`src/hw/rtl/tdpc_pkg.sv`:
```
// ----------------------------------------------------------------------------
// tdpc_pkg
// widths, register map, reset values and shared types of the two axis pid core
// ----------------------------------------------------------------------------
package tdpc_pkg;

  localparam int POS_W     = 12;
  localparam int ACC_W     = 32;
  localparam int GAIN_W    = 24;
  localparam int DB_W      = 11;
  localparam int LIM_W     = 15;
  localparam int OUT_W     = 16;
  localparam int E_W       = POS_W + 1;
  localparam int DV_W      = POS_W + 2;
  localparam int CMP_W     = (E_W > DB_W) ? E_W : DB_W;
  localparam int ACC_EXT_W = ((ACC_W > E_W) ? ACC_W : E_W) + 1;
  localparam int PP_W      = GAIN_W + 1 + E_W;
  localparam int DP_W      = GAIN_W + 1 + DV_W;
  localparam int IP_W      = GAIN_W + 1 + ACC_W;
  localparam int SUM_W     = IP_W + 2;
  localparam int FRAC_SHIFT = 8;
  localparam int ROUND_HALF = 128;
  localparam int Q_W       = SUM_W - FRAC_SHIFT;

  localparam int FIFO_DEPTH = 8;
  localparam int PTR_W      = $clog2(FIFO_DEPTH);
  localparam int CNT_W      = PTR_W + 1;

  localparam int ADDR_W = 5;
  localparam int DATA_W = 32;

  typedef enum logic [2:0] {
    REG_GAIN_P    = 3'd0,
    REG_GAIN_I    = 3'd1,
    REG_GAIN_D    = 3'd2,
    REG_DEAD_BAND = 3'd3,
    REG_OUT_LIMIT = 3'd4
  } reg_idx_t;

  localparam logic [GAIN_W-1:0] GAIN_P_RST    = GAIN_W'(39322);
  localparam logic [GAIN_W-1:0] GAIN_I_RST    = GAIN_W'(6554);
  localparam logic [GAIN_W-1:0] GAIN_D_RST    = GAIN_W'(184);
  localparam logic [DB_W-1:0]   DEAD_BAND_RST = DB_W'(10);
  localparam logic [LIM_W-1:0]  OUT_LIMIT_RST = LIM_W'(5120);

  typedef struct packed {
    logic [GAIN_W-1:0] gain_p;
    logic [GAIN_W-1:0] gain_i;
    logic [GAIN_W-1:0] gain_d;
    logic [DB_W-1:0]   dead_band;
    logic [LIM_W-1:0]  out_limit;
  } cfg_t;

  typedef struct packed {
    logic                    valid;
    logic signed [OUT_W-1:0] drive;
  } lane_res_t;

  typedef struct packed {
    logic signed [OUT_W-1:0] tilt_about_x;
    logic signed [OUT_W-1:0] tilt_about_y;
  } tilt_t;

endpackage

```
`src/hw/rtl/tdpc_merge.sv`:
```
// ----------------------------------------------------------------------------
// tdpc_merge
// maps lane drives onto tilts and queues result beats, tracks credits
// ----------------------------------------------------------------------------
module tdpc_merge (
  input  logic                               clk,
  input  logic                               rst_n,
  input  logic                               in_accept,
  input  tdpc_pkg::lane_res_t                res_x,
  input  tdpc_pkg::lane_res_t                res_y,
  input  logic                               out_stall,
  output logic                               out_valid,
  output logic signed [tdpc_pkg::OUT_W-1:0]  out_tilt_about_x,
  output logic signed [tdpc_pkg::OUT_W-1:0]  out_tilt_about_y,
  output logic                               full
);

  tdpc_pkg::tilt_t                   fifo_r [tdpc_pkg::FIFO_DEPTH];
  tdpc_pkg::tilt_t                   wr_beat;
  tdpc_pkg::tilt_t                   rd_beat;
  logic [tdpc_pkg::PTR_W-1:0]        wr_ptr_r;
  logic [tdpc_pkg::PTR_W-1:0]        rd_ptr_r;
  logic [tdpc_pkg::CNT_W-1:0]        count_r;
  logic [tdpc_pkg::CNT_W-1:0]        credit_r;
  logic                              wr_en;
  logic                              rd_en;

  assign wr_en = res_x.valid & res_y.valid;
  assign rd_en = out_valid & ~out_stall;

  assign wr_beat.tilt_about_x = res_y.drive;
  assign wr_beat.tilt_about_y = -res_x.drive;

  always_ff @(posedge clk) begin
    if (wr_en) begin
      fifo_r[wr_ptr_r] <= wr_beat;
    end
  end

  always_ff @(posedge clk) begin
    if (!rst_n) begin
      wr_ptr_r <= '0;
      rd_ptr_r <= '0;
      count_r  <= '0;
      credit_r <= '0;
    end else begin
      if (wr_en) begin
        wr_ptr_r <= wr_ptr_r + 1'b1;
      end
      if (rd_en) begin
        rd_ptr_r <= rd_ptr_r + 1'b1;
      end
      count_r  <= count_r + tdpc_pkg::CNT_W'(wr_en) - tdpc_pkg::CNT_W'(rd_en);
      credit_r <= credit_r + tdpc_pkg::CNT_W'(in_accept) - tdpc_pkg::CNT_W'(rd_en);
    end
  end

  assign rd_beat          = fifo_r[rd_ptr_r];
  assign out_valid        = count_r != '0;
  assign out_tilt_about_x = rd_beat.tilt_about_x;
  assign out_tilt_about_y = rd_beat.tilt_about_y;
  assign full             = credit_r == tdpc_pkg::CNT_W'(tdpc_pkg::FIFO_DEPTH);

endmodule

```
`config.mk`:
```
export PLATFORM = sky130hd
export DESIGN_NAME = tdpc_merge
export DESIGN_NICKNAME = d
export VERILOG_FILES = /design/src/hw/rtl/tdpc_pkg.sv /design/src/hw/rtl/tdpc_merge.sv
export SDC_FILE = /design/constraint.sdc
export NUM_CORES = 1
export LEC_CHECK = 0
export ABC_CLOCK_PERIOD_IN_PS = 8700
export CORE_AREA = 2 2 138 140
export CTS_CLUSTER_DIAMETER = 80
export DETAILED_ROUTE_END_ITERATION = 16
export DIE_AREA = 0 0 140 142
export DONT_BUFFER_PORTS = 1
export PLACE_DENSITY = 0.87
export SYNTH_ARGS = -nofsm -noshare
export SYNTH_HDL_FRONTEND = slang
export SYNTH_SLANG_ARGS = --single-unit
```
`constraint.sdc`:
```
create_clock -name clk -period 8.7 [get_ports clk]
set_clock_uncertainty 0.15 [all_clocks]
set_input_delay 1.74 -clock clk [delete_from_list [all_inputs] [get_ports clk]]
set_output_delay 1.74 -clock clk [all_outputs]
set_load 0.01 [all_outputs]
```
==> flow_summary.html <==
<table>
<tr><th>Metric</th><th>Value</th></tr>
<tr><th colspan="2">Clocking</th></tr>
<tr><td>Number of hold buffers added after CTS</td><td>0</td></tr>
<tr><td>Total number of clock tree sinks</td><td>between 200 and 300</td></tr>
<tr><td>Latest clock arrival within the worst-skew pair</td><td>530 ps</td></tr>
<tr><td>Number of buffers added by the clock tree synthesis step</td><td>27</td></tr>
<tr><td>Number of resized instances in the post-cts repair step</td><td>0</td></tr>
<tr><td>Clock root buffer</td><td>clkbuf_16</td></tr>
<tr><td>Clock-pin slew of the registers on the worst-case setup and hold paths</td><td>60 ps</td></tr>
<tr><td>Max H-tree Level</td><td>1</td></tr>
<tr><td>Setup repair bufs after CTS</td><td>0</td></tr>
<tr><td>CTS tree</td><td>done</td></tr>
<tr><td>Maximum count of clock buffers along a single path</td><td>3</td></tr>
<tr><th colspan="2">Synthesis</th></tr>
<tr><td>Count of mapped cells out of synthesis</td><td>500</td></tr>
<tr><td>Synth warnings</td><td>0</td></tr>
<tr><td>Async set-or-reset flop fraction in the synthesized netlist</td><td>0%</td></tr>
<tr><td>Post-synth cell types</td><td>32</td></tr>
<tr><td>Number of nets in the synthesized netlist</td><td>551</td></tr>
<tr><td>Netlist area before placement</td><td>roughly 11000 um2</td></tr>
<tr><td>Sequential share of the synthesized area</td><td>73.7%</td></tr>
<tr><td>Share of Yosys cell area claimed by the top area cell type</td><td>between 70 and 80%</td></tr>
<tr><td>#FFs+latches synth</td><td>roughly 270</td></tr>
<tr><td>Commonest register cell after synthesis</td><td>edfxtp_1</td></tr>
<tr><td>Number of enable flip-flop cells after synthesis</td><td>256</td></tr>
<tr><td>Cell taking the most area after synthesis</td><td>edfxtp_1</td></tr>
<tr><td>Leading cell type by number of instances after synthesis</td><td>edfxtp_1</td></tr>
<tr><td>Ranking of synthesized cells by instance count</td><td>edfxtp_1 (256), mux4_1 (40), mux2_2 (32)</td></tr>
<tr><td>Per-instance average area after synthesis</td><td>around 22 um2</td></tr>
<tr><td>Largest cells by area after synthesis</td><td>edfxtp_1 (71%), mux4_1 (9.6%), mux4_2 (5.0%)</td></tr>
<tr><th colspan="2">Setup path</th></tr>
<tr><td>Slack of the worst reg-to-reg path</td><td>6300 ps</td></tr>
<tr><td>Endpoint type of the worst setup path</td><td>output port</td></tr>
<tr><td>Crit path kind</td><td>register to output port</td></tr>
<tr><td>Endpoint arrival time on the critical path</td><td>2690 ps</td></tr>
<tr><td>Startpoint type of the worst setup path</td><td>register</td></tr>
<tr><td>Number of cell instances on the worst register-to-register path</td><td>3</td></tr>
<tr><td>Worst endpoint required time</td><td>between 6000 and 7000 ps</td></tr>
<tr><td>Critical Path Sink</td><td>out_tilt_about_x[5]</td></tr>
<tr><td>Crit Path Max Fanout</td><td>64</td></tr>
<tr><td>Reg2reg start</td><td>wr_ptr_r[1]</td></tr>
<tr><td>Capture point of the worst reg-to-reg path</td><td>fifo_r[6][5]</td></tr>
<tr><th colspan="2">Route</th></tr>
<tr><td>DRC violations left</td><td>5</td></tr>
<tr><td>WL final</td><td>between 15 and 20 mm</td></tr>
<tr><td>Avg WL per Cell</td><td>25.0 um</td></tr>
<tr><td>Remaining antenna violation count after routing</td><td>0</td></tr>
<tr><td>Vias</td><td>4734</td></tr>
<tr><td>Detail-routed via count per cell</td><td>6.10</td></tr>
<tr><td>Total iterations of the first detailed-routing run</td><td>10</td></tr>
<tr><td>Iter 0 DRT Violations</td><td>335</td></tr>
<tr><th colspan="2">Placed design</th></tr>
<tr><td>Routability Congestion</td><td>0.711</td></tr>
<tr><td>Number of I/O port buffers</td><td>0</td></tr>
<tr><td>Placed wire-length estimate</td><td>11.2 mm</td></tr>
<tr><th colspan="2">Timing</th></tr>
<tr><td>Max frequency</td><td>0.218 GHz</td></tr>
<tr><td>Worst-case headroom to the max-slew limit</td><td>23.2%</td></tr>
<tr><td>Final setup violation count</td><td>0</td></tr>
<tr><td>Clock period minus final worst setup slack</td><td>between 4000 and 5000 ps</td></tr>
<tr><td>Slew @ Worst Pin</td><td>1150 ps</td></tr>
<tr><td>Final Hold Viols</td><td>0</td></tr>
<tr><td>Setup TNS</td><td>0 ps</td></tr>
<tr><td>Setup repair after global routing missed its margin</td><td>no</td></tr>
<tr><td>Post-route clock period utilization</td><td>52.7%</td></tr>
<tr><td>Final Max Slew Viols</td><td>0</td></tr>
<tr><th colspan="2">Global route</th></tr>
<tr><td>Total congestion overflow after global routing</td><td>0</td></tr>
<tr><td>Via count of the first global-routing pass</td><td>5085</td></tr>
<tr><td>First-pass GRT wire length</td><td>29.7 mm</td></tr>
<tr><td>Number of antenna violations at the first check in global routing</td><td>0</td></tr>
<tr><td>Pin count of the biggest net entering global routing</td><td>65</td></tr>
<tr><td>Global-route usage over all layers</td><td>20.1%</td></tr>
<tr><th colspan="2">Die</th></tr>
<tr><td>Die height</td><td>around 140 um</td></tr>
<tr><td>Die area</td><td>19900 um2</td></tr>
<tr><td>Row count</td><td>50</td></tr>
<tr><td>Num ports</td><td>72</td></tr>
<tr><td>CORE AREA</td><td>18500 um2</td></tr>
<tr><td>Overall die width</td><td>140 um</td></tr>
<tr><td>Starting density of the core</td><td>59.0%</td></tr>
<tr><th colspan="2">Min path</th></tr>
<tr><td>Worst hold path type</td><td>register to register</td></tr>
<tr><td>Hold_sp</td><td>rd_ptr_r[1]</td></tr>
<tr><th colspan="2">Power</th></tr>
<tr><td>Power density of the placed cells</td><td>267 nW/um2</td></tr>
<tr><td>VDD IR max</td><td>0.000202 V</td></tr>
<tr><td>Leakage Power</td><td>around 0.0038 uW</td></tr>
<tr><td>Final Total Pwr</td><td>3230 uW</td></tr>
<tr><th colspan="2">Finish</th></tr>
<tr><td>Number of antenna repair diodes</td><td>0</td></tr>
<tr><td>Fill cell total of the finished layout</td><td>1144</td></tr>
<tr><td>Signed area change from the synthesized netlist to the final layout</td><td>10.9%</td></tr>
<tr><td>Total Nets Final</td><td>573</td></tr>
<tr><td>Layout cell share with drive strength beyond 1</td><td>21.6%</td></tr>
<tr><th colspan="2">Job</th></tr>
<tr><td>Total of max-cap violations</td><td>0</td></tr>
<tr><th colspan="2">Run status</th></tr>
<tr><td>Failing checks</td><td>DRC</td></tr>
<tr><td>Result of the run</td><td>complete, but fails checks</td></tr>
</table>
-- per-layer routing --
layer / GRT usage, % / share of wire [%] / vias to the layer above
met3: 4.78 / 6.8 / 22
met1: 25.7 / 39 / 2455
li1: - / - / 2115
met5: 0 / 0 / -
met4: 5.53 / 1.6 / 0
met2: 35.1 / 52 / 142
-- per-stage QoR --
stage / hold slack [ps] / utilization [%] / area (um2) / setup slack, ps / std cells
final: 433 / 65.5 / 12100 / 4120 / 776
after global placement: 373 / 60.7 / 11200 / 4690 / 727
after CTS: 445 / 65.5 / 12100 / 4050 / 776
after floorplan: 357 / - / 10900 / 3050 / 500
after detailed placement: 407 / 60.7 / 11200 / 4630 / 727
after global routing: 488 / 65.5 / 12100 / 3970 / 776
-- worst max-delay path, stage by stage, from the launching register on --
cell	delay, ps
dfxtp_4	1070
mux4_1	670
mux2_2	330
-- where the power goes --
group	switching, uW	internal (uW)	total, uW
logic	221	302	523
registers	84.2	1480	1560
clock network	457	686	1140
total	762	2470	3230
-- state kept, by name (all words and copies together) (netlist names), named ones only --
name,cells
wr_ptr_r,3
rd_ptr_r,3
fifo_r,256
credit_r,4
count_r,4
-- area by class of cell --
| class | count | area (um2) | share of cell area, % |
|---|---|---|---|
| sequential | 273 | 8030 | 66.5 |
| multi-input combinational | 199 | 2760 | 22.8 |
| clock buffer | 33 | 698 | 5.78 |
| tap | 234 | 293 | 2.42 |
| clock inverter | 16 | 178 | 1.47 |
| timing repair buffer | 12 | 90.1 | 0.746 |
| inverter | 9 | 33.8 | 0.280 |
-- layout by cell type (no fill, tap or decap), drive strengths merged --
cell type and n:
xnor2 16, o21a 2, clkinvlp 1, inv 10, fa 2, buf 12
xor2 7, nor2b 3, bufinv 4, a21o 2, a21boi 2, nand2 8
and3b 1, mux2 32, a21oi 3, dfxtp 17, or3 2, and2 11
clkbuf 33, nor4 3, nand2b 3, nor3b 1, ha 11, nor2 10
clkinv 10, nor3 10, nand3 5, mux2i 1, mux4 64, edfxtp 256
-- cell families after synthesis --
group	synth area share, %
compound gates	0.586
mux	18.0
flops	73.7
fa+ha+maj	1.63
simple gates	2.77
xor+xnor	1.85
buf+inv	1.46
-- how the worst min path moves through the flow --
stage / end / slack [ps] / cells after the start
floorplan: register / 360 / 2
global placement: rd_ptr_r[1] / 370 / 2
detailed placement: rd_ptr_r[1] / 410 / 2
CTS: register / 450 / 2
global route: wr_ptr_r[1] / 490 / 2
finish: register / 430 / 2
No activity file was read; power rests on OpenSTA's default activity.
